**src/mhs_pkg.sv**
```systemverilog
// Shared types and constants for the streaming MurmurHash2 core.
// No dependencies; the files that use it refer to this package by scoped names.
package mhs_pkg;

  localparam int LENGTH_BITS = 16;
  localparam logic [31:0] LEN_MASK = 32'((64'd1 << LENGTH_BITS) - 64'd1);

  localparam logic [31:0] MIX_MUL     = 32'h5bd1e995;
  localparam int          MIX_SHIFT   = 24;
  localparam int          FIN_SHIFT_A = 13;
  localparam int          FIN_SHIFT_B = 15;
  localparam logic [31:0] SEED_RESET  = 32'h9747b28c;

  localparam int CMD_DEPTH = 4;
  localparam int CMD_PTR_W = $clog2(CMD_DEPTH);
  localparam int CMD_CNT_W = $clog2(CMD_DEPTH + 1);

  // One command per item that starts a message, completes a word or ends a message.
  typedef struct packed {
    logic        start;
    logic [31:0] init_hash;
    logic        has_word;
    logic [31:0] word;
    logic        finish;
    logic        tail_nz;
    logic [23:0] tail;
  } cmd_t;

  typedef enum logic [2:0] {
    BS_IDLE,
    BS_K1,
    BS_K2,
    BS_HM,
    BS_TM,
    BS_FM,
    BS_OUT
  } back_state_t;

endpackage

```
**src/mhs_in_if.sv**
```systemverilog
// Input byte request channel of the MurmurHash2 core.
// Depends on nothing; payload widths follow the message byte stream format.
interface mhs_in_if;
  logic        valid;
  logic        ready;
  logic [7:0]  data_byte;
  logic [15:0] msg_length;
  logic        last;

  modport source (output valid, output data_byte, output msg_length, output last,
                  input ready);
  modport sink (input valid, input data_byte, input msg_length, input last,
                output ready);
endinterface

```
**src/mhs_out_if.sv**
```systemverilog
// Result request channel of the MurmurHash2 core: one finalized hash per message.
// Depends on nothing.
interface mhs_out_if;
  logic        valid;
  logic        ready;
  logic [31:0] hash_value;

  modport source (output valid, output hash_value, input ready);
  modport sink (input valid, input hash_value, output ready);
endinterface

```
**src/murmur2_hash_stream_core.sv**
```systemverilog
// Streaming 32-bit MurmurHash2 core.
// in_ch takes one message byte per request; the first request of a message also
// carries msg_length (mixed into the seed), and the request with last set ends
// the message. out_ch delivers one hash_value per message.
// cfg_we/cfg_wdata write the seed; write it only while no message is in flight.
// The front end takes a byte every cycle while the 4-entry command queue has
// room. The back end spends its idle step on each command, plus K1, K2 and HM
// per complete word (one multiplier step each) and TM (tail only), FM and OUT
// to finish a message, so a steady stream runs at about one byte per cycle.
// With the back end idle, a hash is valid once its last command has passed the
// queue and the finishing steps, held in the output register; that register lets
// the back end take the next command while the result waits.
// Reset (rst, synchronous) empties the queue, drops any partial message and any
// pending result, and loads the seed with 0x9747b28c.
// When out_ch stalls, the back end holds in its output step; once the queue
// fills, in_ch.ready drops.
module murmur2_hash_stream_core (
  input  logic        clk,
  input  logic        rst,
  input  logic        cfg_we,
  input  logic [31:0] cfg_wdata,
  mhs_in_if.sink      in_ch,
  mhs_out_if.source   out_ch
);

  logic                          q_push;
  logic                          q_pop;
  logic                          q_full;
  logic                          q_valid;
  mhs_pkg::cmd_t                 q_cmd;
  mhs_pkg::cmd_t                 q_head;
  logic [mhs_pkg::CMD_CNT_W-1:0] q_level;

  mhs_front u_front (
    .clk      (clk),
    .rst      (rst),
    .cfg_we   (cfg_we),
    .cfg_wdata(cfg_wdata),
    .in_ch    (in_ch),
    .q_full   (q_full),
    .q_push   (q_push),
    .q_cmd    (q_cmd)
  );

  mhs_cmd_fifo u_fifo (
    .clk      (clk),
    .rst      (rst),
    .push     (q_push),
    .push_cmd (q_cmd),
    .pop      (q_pop),
    .full     (q_full),
    .not_empty(q_valid),
    .head     (q_head),
    .level    (q_level)
  );

  mhs_back u_back (
    .clk    (clk),
    .rst    (rst),
    .q_valid(q_valid),
    .q_head (q_head),
    .q_pop  (q_pop),
    .out_ch (out_ch)
  );

`ifndef ASSERT_OFF
  a_no_push_when_full: assert property (@(posedge clk) disable iff (rst)
    q_push |-> !q_full)
    else $error("command pushed into full queue");

  a_level_bounded: assert property (@(posedge clk) disable iff (rst)
    q_level <= mhs_pkg::CMD_CNT_W'(mhs_pkg::CMD_DEPTH))
    else $error("command queue level out of range");

  a_reset_clears_result: assert property (@(posedge clk)
    rst |=> !out_ch.valid)
    else $error("result valid right after reset");

  a_pop_only_nonempty: assert property (@(posedge clk) disable iff (rst)
    q_pop |-> q_valid)
    else $error("pop from empty queue");
`endif

endmodule

```
**src/mhs_front.sv**
```systemverilog
// Front end: accepts bytes, packs little-endian words and issues hash commands.
// Depends on mhs_pkg and mhs_in_if; holds the seed register.
module mhs_front (
  input  logic          clk,
  input  logic          rst,
  input  logic          cfg_we,
  input  logic [31:0]   cfg_wdata,
  mhs_in_if.sink        in_ch,
  input  logic          q_full,
  output logic          q_push,
  output mhs_pkg::cmd_t q_cmd
);

  logic [31:0] seed;
  logic        in_msg;
  logic [1:0]  byte_pos;
  logic [23:0] word_bytes;

  logic        accept;
  logic        first;
  logic        absorb;
  logic        full_word;
  logic [31:0] len32;
  logic [1:0]  bp_cur;
  logic [23:0] wb_cur;
  logic [23:0] wb_ins;
  logic [1:0]  byte_pos_next;
  logic [23:0] word_bytes_next;

  assign in_ch.ready = !q_full;
  assign accept      = in_ch.valid && in_ch.ready;

  always_comb begin
    first     = !in_msg;
    len32     = 32'(in_ch.msg_length) & mhs_pkg::LEN_MASK;
    // zero-length first item carries no byte
    absorb    = !first || (len32 != 32'd0);
    bp_cur    = first ? 2'd0 : byte_pos;
    wb_cur    = first ? 24'd0 : word_bytes;
    full_word = absorb && (bp_cur == 2'd3);
    wb_ins    = wb_cur | (24'(in_ch.data_byte) << {bp_cur, 3'b000});
    if (full_word) begin
      byte_pos_next   = 2'd0;
      word_bytes_next = 24'd0;
    end else if (absorb) begin
      byte_pos_next   = bp_cur + 2'd1;
      word_bytes_next = wb_ins;
    end else begin
      byte_pos_next   = bp_cur;
      word_bytes_next = wb_cur;
    end

    q_cmd.start     = first;
    q_cmd.init_hash = seed ^ len32;
    q_cmd.has_word  = full_word;
    q_cmd.word      = {in_ch.data_byte, wb_cur};
    q_cmd.finish    = in_ch.last;
    q_cmd.tail_nz   = (byte_pos_next != 2'd0);
    q_cmd.tail      = word_bytes_next;
    q_push          = accept && (first || full_word || in_ch.last);
  end

  always_ff @(posedge clk) begin
    if (rst) begin
      seed       <= mhs_pkg::SEED_RESET;
      in_msg     <= 1'b0;
      byte_pos   <= 2'd0;
      word_bytes <= 24'd0;
    end else begin
      if (cfg_we) begin
        seed <= cfg_wdata;
      end
      if (accept) begin
        if (in_ch.last) begin
          in_msg     <= 1'b0;
          byte_pos   <= 2'd0;
          word_bytes <= 24'd0;
        end else begin
          in_msg     <= 1'b1;
          byte_pos   <= byte_pos_next;
          word_bytes <= word_bytes_next;
        end
      end
    end
  end

endmodule

```
**src/mhs_cmd_fifo.sv**
```systemverilog
// Small command queue between front end and hash back end.
// Depends on mhs_pkg for the command type and depth.
module mhs_cmd_fifo (
  input  logic                          clk,
  input  logic                          rst,
  input  logic                          push,
  input  mhs_pkg::cmd_t                 push_cmd,
  input  logic                          pop,
  output logic                          full,
  output logic                          not_empty,
  output mhs_pkg::cmd_t                 head,
  output logic [mhs_pkg::CMD_CNT_W-1:0] level
);

  mhs_pkg::cmd_t                 entries [mhs_pkg::CMD_DEPTH];
  logic [mhs_pkg::CMD_PTR_W-1:0] wr_ptr;
  logic [mhs_pkg::CMD_PTR_W-1:0] rd_ptr;
  logic [mhs_pkg::CMD_CNT_W-1:0] count;

  assign full      = (count == mhs_pkg::CMD_CNT_W'(mhs_pkg::CMD_DEPTH));
  assign not_empty = (count != '0);
  assign head      = entries[rd_ptr];
  assign level     = count;

  always_ff @(posedge clk) begin
    if (push && !full) begin
      entries[wr_ptr] <= push_cmd;
    end
  end

  always_ff @(posedge clk) begin
    if (rst) begin
      wr_ptr <= '0;
      rd_ptr <= '0;
      count  <= '0;
    end else begin
      if (push && !full) begin
        wr_ptr <= wr_ptr + 1'b1;
      end
      if (pop && not_empty) begin
        rd_ptr <= rd_ptr + 1'b1;
      end
      count <= count + mhs_pkg::CMD_CNT_W'(push && !full)
                     - mhs_pkg::CMD_CNT_W'(pop && not_empty);
    end
  end

endmodule

```
**src/mhs_back.sv**
```systemverilog
// Back end: runs queued commands through one shared 32x32 multiplier, one step
// per cycle unless held in its output step by a stalled out_ch, and holds the finalized hash in an output register.
// Depends on mhs_pkg and mhs_out_if.
module mhs_back (
  input  logic          clk,
  input  logic          rst,
  input  logic          q_valid,
  input  mhs_pkg::cmd_t q_head,
  output logic          q_pop,
  mhs_out_if.source     out_ch
);

  mhs_pkg::back_state_t state;
  mhs_pkg::back_state_t state_next;

  logic [31:0] h;
  logic [31:0] k;
  logic        fin;
  logic        tail_nz;
  logic [23:0] tail;
  logic        out_valid;
  logic [31:0] out_hash;

  logic [31:0] mul_a;
  logic [31:0] prod;
  logic        out_load;

  assign prod = mul_a * mhs_pkg::MIX_MUL;

  always_comb begin
    state_next = state;
    case (state)
      mhs_pkg::BS_IDLE: begin
        if (q_valid) begin
          if (q_head.has_word) begin
            state_next = mhs_pkg::BS_K1;
          end else if (q_head.finish) begin
            state_next = q_head.tail_nz ? mhs_pkg::BS_TM : mhs_pkg::BS_FM;
          end
        end
      end
      mhs_pkg::BS_K1: state_next = mhs_pkg::BS_K2;
      mhs_pkg::BS_K2: state_next = mhs_pkg::BS_HM;
      mhs_pkg::BS_HM: begin
        if (fin) begin
          state_next = tail_nz ? mhs_pkg::BS_TM : mhs_pkg::BS_FM;
        end else begin
          state_next = mhs_pkg::BS_IDLE;
        end
      end
      mhs_pkg::BS_TM: state_next = mhs_pkg::BS_FM;
      mhs_pkg::BS_FM: state_next = mhs_pkg::BS_OUT;
      mhs_pkg::BS_OUT: begin
        if (!out_valid || out_ch.ready) begin
          state_next = mhs_pkg::BS_IDLE;
        end
      end
      default: state_next = mhs_pkg::BS_IDLE;
    endcase
  end

  always_comb begin
    q_pop    = 1'b0;
    out_load = 1'b0;
    mul_a    = h;
    case (state)
      mhs_pkg::BS_IDLE: q_pop = q_valid;
      mhs_pkg::BS_K1:   mul_a = k;
      mhs_pkg::BS_K2:   mul_a = k ^ (k >> mhs_pkg::MIX_SHIFT);
      mhs_pkg::BS_HM:   mul_a = h;
      mhs_pkg::BS_TM:   mul_a = h ^ {8'd0, tail};
      mhs_pkg::BS_FM:   mul_a = h ^ (h >> mhs_pkg::FIN_SHIFT_A);
      mhs_pkg::BS_OUT:  out_load = !out_valid || out_ch.ready;
      default:          mul_a = h;
    endcase
  end

  always_ff @(posedge clk) begin
    case (state)
      mhs_pkg::BS_IDLE: begin
        if (q_valid) begin
          if (q_head.start) begin
            h <= q_head.init_hash;
          end
          k       <= q_head.word;
          fin     <= q_head.finish;
          tail_nz <= q_head.tail_nz;
          tail    <= q_head.tail;
        end
      end
      mhs_pkg::BS_K1: k <= prod;
      mhs_pkg::BS_K2: k <= prod;
      mhs_pkg::BS_HM: h <= prod ^ k;
      mhs_pkg::BS_TM: h <= prod;
      mhs_pkg::BS_FM: h <= prod;
      default: ;
    endcase
    if (out_load) begin
      out_hash <= h ^ (h >> mhs_pkg::FIN_SHIFT_B);
    end
  end

  always_ff @(posedge clk) begin
    if (rst) begin
      state     <= mhs_pkg::BS_IDLE;
      out_valid <= 1'b0;
    end else begin
      state <= state_next;
      if (out_load) begin
        out_valid <= 1'b1;
      end else if (out_ch.ready) begin
        out_valid <= 1'b0;
      end
    end
  end

  assign out_ch.valid      = out_valid;
  assign out_ch.hash_value = out_hash;

endmodule

```
**src/flat_wrapper.sv**
```systemverilog
// flat-port wrapper written by rule: the top's interface ports become plain ports
module murmur2_hash_stream_core_flat 
  (clk, rst, cfg_we, cfg_wdata, in_ch_valid, in_ch_data_byte, in_ch_msg_length, in_ch_last, in_ch_ready, out_ch_valid, out_ch_hash_value, out_ch_ready);
  mhs_in_if in_ch_i ();
  mhs_out_if out_ch_i ();
  input  logic clk;
  input  logic rst;
  input  logic cfg_we;
  input  logic [31:0] cfg_wdata;
  input wire logic [$bits(in_ch_i.valid)-1:0] in_ch_valid;
  input wire logic [$bits(in_ch_i.data_byte)-1:0] in_ch_data_byte;
  input wire logic [$bits(in_ch_i.msg_length)-1:0] in_ch_msg_length;
  input wire logic [$bits(in_ch_i.last)-1:0] in_ch_last;
  output wire logic [$bits(in_ch_i.ready)-1:0] in_ch_ready;
  output wire logic [$bits(out_ch_i.valid)-1:0] out_ch_valid;
  output wire logic [$bits(out_ch_i.hash_value)-1:0] out_ch_hash_value;
  input wire logic [$bits(out_ch_i.ready)-1:0] out_ch_ready;
  assign in_ch_i.valid = in_ch_valid;
  assign in_ch_i.data_byte = in_ch_data_byte;
  assign in_ch_i.msg_length = in_ch_msg_length;
  assign in_ch_i.last = in_ch_last;
  assign in_ch_ready = in_ch_i.ready;
  assign out_ch_valid = out_ch_i.valid;
  assign out_ch_hash_value = out_ch_i.hash_value;
  assign out_ch_i.ready = out_ch_ready;
  murmur2_hash_stream_core u_core (.clk(clk), .rst(rst), .cfg_we(cfg_we), .cfg_wdata(cfg_wdata), .in_ch(in_ch_i), .out_ch(out_ch_i));
endmodule
```
**config.mk**
```make
export PLATFORM = sky130hd
export DESIGN_NAME = murmur2_hash_stream_core_flat
export DESIGN_NICKNAME = d
export VERILOG_FILES = /design/src/mhs_pkg.sv /design/src/mhs_in_if.sv /design/src/mhs_out_if.sv /design/src/murmur2_hash_stream_core.sv /design/src/mhs_front.sv /design/src/mhs_cmd_fifo.sv /design/src/mhs_back.sv /design/src/flat_wrapper.sv
export SDC_FILE = /design/constraint.sdc
export NUM_CORES = 1
export LEC_CHECK = 0
export BUFFER_PORTS_ARGS = -buffer_cell sky130_fd_sc_hd__buf_4
export CAP_MARGIN = 20
export CORE_ASPECT_RATIO = 2
export CORE_MARGIN = 2
export CORE_UTILIZATION = 30
export CTS_CLUSTER_DIAMETER = 200
export DETAILED_ROUTE_END_ITERATION = 7
export PLACE_DENSITY = 0.54
export SLEW_MARGIN = 20
export SYNTH_ARGS = -nofsm -noshare
export SYNTH_HDL_FRONTEND = slang
export SYNTH_SLANG_ARGS = --single-unit
```
**constraint.sdc**
```tcl
create_clock -name clk -period 14.2 [get_ports clk]
set_clock_uncertainty 0.1 [all_clocks]
set_input_delay 0.71 -clock clk [delete_from_list [all_inputs] [get_ports clk]]
set_output_delay 0.71 -clock clk [all_outputs]
set_load 0.02 [all_outputs]
```
Yosys cells after proc, flatten, opt, wreduce, memory -nomap -nowiden
Memory sizes are Yosys's and may differ from the RTL's. A register that Yosys moved wholly into a read port is not among the register bits.
Index checks and enable logic that the tools add are counted.

storage, ports and cells
  memories = 1
  word-level logic and storage cells = 98
  output and inout bits = 34
  input port bits = 62
  bits in writable memories = 368
  bits in registers = 192

memory list
  name                   depth  width  rd ports  clocked after memory_dff  wr ports  RTL line            source
  u_core.u_fifo.entries  4      92     1         1                         1         mhs_cmd_fifo.sv:15  mhs_pkg::cmd_t entries [mhs_pkg::CMD_DEPTH];

cells by class
  eq/ne operators = 12
  bitwise logic cells = 7
  reductions and logical operators = 25
  $add $sub $neg = 5
  $mul = 1
  mux-type cells = 31
  shift-type cells = 1

operators by type and width
  cell                                                 number
  one-hot mux 32 bit (4 select lines)                  1
  two-way mux 24 bit                                   4
  two-way mux 32 bit                                   3
  one-hot mux 32 bit (3 select lines)                  1
  one-hot mux 32 bit (2 select lines)                  1
  multiplier 32 x 31 -> 32 bit, second input constant  1
  nonzero test 32 bit                                  1
  XOR 32 x 16 -> 32 bit                                1
  XOR 32 x 17 -> 32 bit                                1
  XOR 32 x 19 -> 32 bit                                1
  XOR 32 x 24 -> 32 bit                                1
  XOR 32 bit                                           1
  XOR 32 x 8 -> 32 bit                                 1
  bitwise OR 24 bit                                    1
  << shifter 8 x 5 -> 24 bit                           1
  one-hot mux 3 bit (7 select lines)                   1
  two-way mux 3 bit                                    5
  == test 3 bit, second input constant                 4
  two-way mux 2 bit                                    6
  two-way mux 1 bit                                    9
  adder 2 x 1 -> 2 bit, second input constant          3
  == test 3 x 2 -> 1 bit, second input constant        2
  AND reduction 3 bit                                  2
  nonzero test 2 bit                                   3
  other kinds (14)                                     27

Depth between registers and ports, before layout
  word-level depth = 9
  gate-level depth with buffers = 37
  mapped depth without buffers = 33

Cells and area by module
A second synthesis with hierarchy kept.

second synthesis, totals
  cells, all modules = 2442
  area total of the unflattened synthesis = 32268.4 um^2

by module, submodules not included
  module        times used  sequential area each (um^2)  cells each  area an instance (um^2)
  mhs_back      1           3743.6                       1587        15640.0
  mhs_cmd_fifo  1           11230.8                      529         13744.4
  mhs_front     1           1181.1                       326         2884.0

Worst setup path after synthesis
No wires, ideal clock.

  path type = register -> register
  start point = register u_core.u_back.state[0]
  end point = register u_core.u_back.h[28], data pin
  arrival = 8951 ps
  library setup time = 267 ps
  buffers on the path = 6
  clock period less this slack = 9318 ps
  data required time = 13833 ps
  stages on the path, launching flop included = 31
  path slack = 4882 ps
  path through = dfxtp_1 > buf_6 > buf_2 > buf_2 > buf_1 > clkbuf_1 > mux2i_1 > o311ai_0 > fa_1 > ha_1 > inv_1 > fa_1 > fa_1 > fa_1 > inv_1 > fa_1 > fa_1 > inv_1 > fa_1 > inv_1 > ha_1 > clkbuf_1 > a21o_1 > a21oi_1 > and3_1 > a21oi_1 > o211ai_1 > nand3b_1 > xor2_1 > xnor2_1 > o21ai_0

on the way
  longest elaborated chain between the ends = 5
  elaborated cells on any way between the ends = 11
  classes of those cells = mul: 1; eq/ne: 5; mux: 2; bitwise: 1; reduce/logical: 2

RTL lines
  item                                   RTL line                        source
  start, declared                        mhs_back.sv:13                  mhs_pkg::back_state_t state;
  start signal, assigned                 mhs_back.sv:105                 state <= mhs_pkg::BS_IDLE;
  start signal, assigned                 mhs_back.sv:108                 state <= state_next;
  == test 3 bit (tied with other cells)  mhs_back.sv:66, mhs_back.sv:79
  one-hot mux 32 bit (4 select lines)    mhs_back.sv:66                  case (state)
  multiplier 32 x 31 -> 32 bit           mhs_back.sv:28                  assign prod = mul_a * mhs_pkg::MIX_MUL;
  XOR 32 bit                             mhs_back.sv:93                  mhs_pkg::BS_HM: h <= prod ^ k;
  one-hot mux 32 bit (3 select lines) *  mhs_back.sv:79                  case (state)
  end signal, assigned                   mhs_back.sv:93
  end signal, assigned                   mhs_back.sv:94                  mhs_pkg::BS_TM: h <= prod;
  end signal, assigned                   mhs_back.sv:95                  mhs_pkg::BS_FM: h <= prod;
  end, declared                          mhs_back.sv:16                  logic [31:0] h;

Every way passes the cells marked *; elsewhere a longest branch is shown, timed or not.
A chain may end at the register's enable or synchronous reset.

Worst setup path in the final report
  start point = register u_core.u_back.state[1]
  end point = register u_core.u_back.h[27], data pin

The elaborated chain is that of the path after synthesis.

==> impl_metrics.json <==
{
  "status": "finished, final reports clean",
  "critical_path.max_stage_delay_ns": 0.94,
  "synth-adder-area-share_pct": 19.9,
  "max_slew_margin_pct": 24.8,
  "numCtsBuffers": 54,
  "clk_latency_ns": 0.67,
  "synth.yosys.warnings": 0,
  "drc": 0,
  "maxCapViolCount": 0,
  "hold_class": "primary input to flop",
  "num_rows": 169,
  "die-height_um": 466,
  "layout_commonest_cell": "edfxtp_1",
  "drtIter0Drc": 1227,
  "final_area_um2": 36300,
  "ant_nets": 0,
  "critPathMostFrequentCell": "inv_1",
  "cp_max_fo": 27,
  "post-route-util_pct": 34.3,
  "wl_mm": 102,
  "post-route-min-period_ns": 10.27,
  "synth-edff-count": 490,
  "rsz0062_at_grt": "false",
  "hold_violations": 0,
  "synthDistinctLibCells": 68,
  "fin_crit_sh_pct": 72.3,
  "ys_seq_area_share_pct": 50.5,
  "grt_pass1_vias": 20939,
  "cts_tree": "done",
  "synth_flop_cell": "edfxtp_1",
  "criticalPathCategory": "flop to flop",
  "ios": 96,
  "synth.cell_area_um2": 32000,
  "synth-xor-area-share_pct": 3.69,
  "critPathArrivalTime_ns": 10.56,
  "antenna_found_initial": 3,
  "post_dp_cell_area_um2": 34500,
  "final_cell_mix": "edfxtp_1, inv_1, ha_1, fa_1, nand2_1",
  "die_w_um": 235,
  "route.vias.total": 19477,
  "grt_pass1_wl_mm": 146,
  "track_usage_pct": 18.8,
  "syn2layout_area_growth_pct": 13.5,
  "synth_top_family_by_area": "adder cells",
  "muxShareOfSynthArea_pct": 7.86,
  "netlist_instances": 2430,
  "wl_per_cell_um": 25.8,
  "required_ns": 14.49,
  "finalSetupViolations": 0,
  "portBuffers": 95,
  "critPathCaptureType": "flop",
  "worstMarginPinSlew_ns": 1.13,
  "cts_sinks": 562,
  "drv_slew": 0,
  "cts_setup_buffers": 0,
  "max_freq_ghz": 0.0974,
  "synth_area_leaders": "edfxtp_1, fa_1, ha_1",
  "critical_path.slowest_cell": "nor2b_1",
  "clk_pin_slew_ns": 0.07,
  "yosysTopAreaCell": "edfxtp_1",
  "overflow": 0,
  "ys_seq_elements": 562,
  "drt_first_pass_iters": 5,
  "gp_congestion": 0.955,
  "register_area_um2": 16200,
  "cts_buffer_depth": 3,
  "fin_setup_tns_ns": 0,
  "dieArea_um2": 109000,
  "drive_above_1_share_pct": 14.2,
  "synth_top_area_share_pct": 46.0,
  "synth_simple_gate_area_share_pct": 5.68,
  "cts-resized-gates": 0,
  "routed_via_density": 4.93,
  "nNetsFinal": 2995,
  "hold-worst-slack_ns": 0.155,
  "synth_compound_area_share_pct": 6.86,
  "cts-root-buf": "clkbuf_16",
  "initial_utilization_pct": 30.2,
  "start_kind": "flop",
  "cts_htree_levels": 2,
  "grt_max_degree": 72,
  "dp_hpwl_mm": 77.0,
  "core-area_um2": 106000,
  "multi_input_area_um2": 14200,
  "syn_avg_cell_area_um2": 13.2,
  "synthArstFlopShare_pct": 0,
  "cts.hold.buffers_added": 0,
  "syn_nets": 2893,
  "n_fill_cell": 10375
}
worst paths after layout:
path	from	end	slack (ns)	cells past startpoint
hold reg to reg	u_core.u_front.byte_pos[0]$_SDFFE_PP0P_	u_core.u_front.byte_pos[0]$_SDFFE_PP0P_	0.38	2
setup reg to reg	u_core.u_back.state[1]$_SDFFE_PP0P_	u_core.u_back.h[27]$_DFFE_PP_	3.93	29
hold / removal	cfg_wdata[24]	u_core.u_front.seed[24]$_SDFFE_PP1P_	0.16	2
setup / recovery	u_core.u_back.state[1]$_SDFFE_PP0P_	u_core.u_back.h[27]$_DFFE_PP_	3.93	29
through the flow:
stage / setup slack, ns / std cells
CTS: 4.01 / 3943
detailed placement: 4.05 / 3842
floorplan: 4.88 / 2430
global placement: 3.97 / 3842
global route: 3.48 / 3946
finish: 3.93 / 3947
kinds of logic after synthesis:
group	Yosys count
flops	562
buf+inv	468
fa+ha+maj	401
simple gates	397
compound gates	338
mux	135
xor+xnor	129
state kept, by name, summed over array words and instances (netlist names), 2 cells and up, named ones only:
register and count:
u_core.u_fifo.wr_ptr 2, u_core.u_front.seed 32, u_core.u_front.byte_pos 2, u_core.u_back.out_ch.hash_value 32, u_core.u_back.state 3, u_core.u_back.tail 24, u_core.u_fifo.level 3, u_core.u_back.h 32
u_core.u_fifo.entries 368, u_core.u_back.k 32, u_core.u_fifo.rd_ptr 2, u_core.u_front.word_bytes 24
Yosys cell counts (all sizes together) (6+ instances only):
master,count
a211o,19
a21o,13
a21oi,92
a22oi,53
and2,33
buf,25
clkbuf,75
dfxtp,72
edfxtp,490
fa,179
ha,222
inv,368
mux2,7
mux2i,36
mux4,92
nand2,148
nand2b,7
nand3,6
nor2,117
nor2b,30
nor3,19
nor3b,7
nor4,8
o211ai,11
o21a,7
o21ai,87
o311ai,6
xnor2,69
xor2,58
worst max-delay path: cells and delay by family (launching register included):
| family | cells | cell delay, ns |
|---|---|---|
| buffers and inverters | 8 | 1.19 |
| adders and majority gates | 9 | 4.00 |
| xor gates and xnor gates | 2 | 0.54 |
| AOI/OAI and AO/OA | 7 | 2.12 |
| DFF | 1 | 0.79 |
| and+or+nand+nor | 3 | 1.23 |
layout make-up:
type | instances | area share (%)
Antenna cell | 2 | 0.0138
Sequential cell | 562 | 44.5
Multi-Input combinational cell | 1400 | 39.0
Tap cell | 1368 | 4.71
Inverter | 368 | 3.80
Clock inverter | 24 | 0.679
Timing Repair Buffer | 146 | 3.02
Clock buffer | 77 | 4.24
metal layers:
layer	vias up	share of wire, %	GRT usage (%)
li1	8737	-	-
met4	0	11	17.8
met2	601	53	34.7
met3	281	4.0	2.63
met5	-	0	0
met1	9858	31	17.5
Power is not shown: default switching activity piles up to over one toggle a cycle in this logic, so the estimate is an artifact.
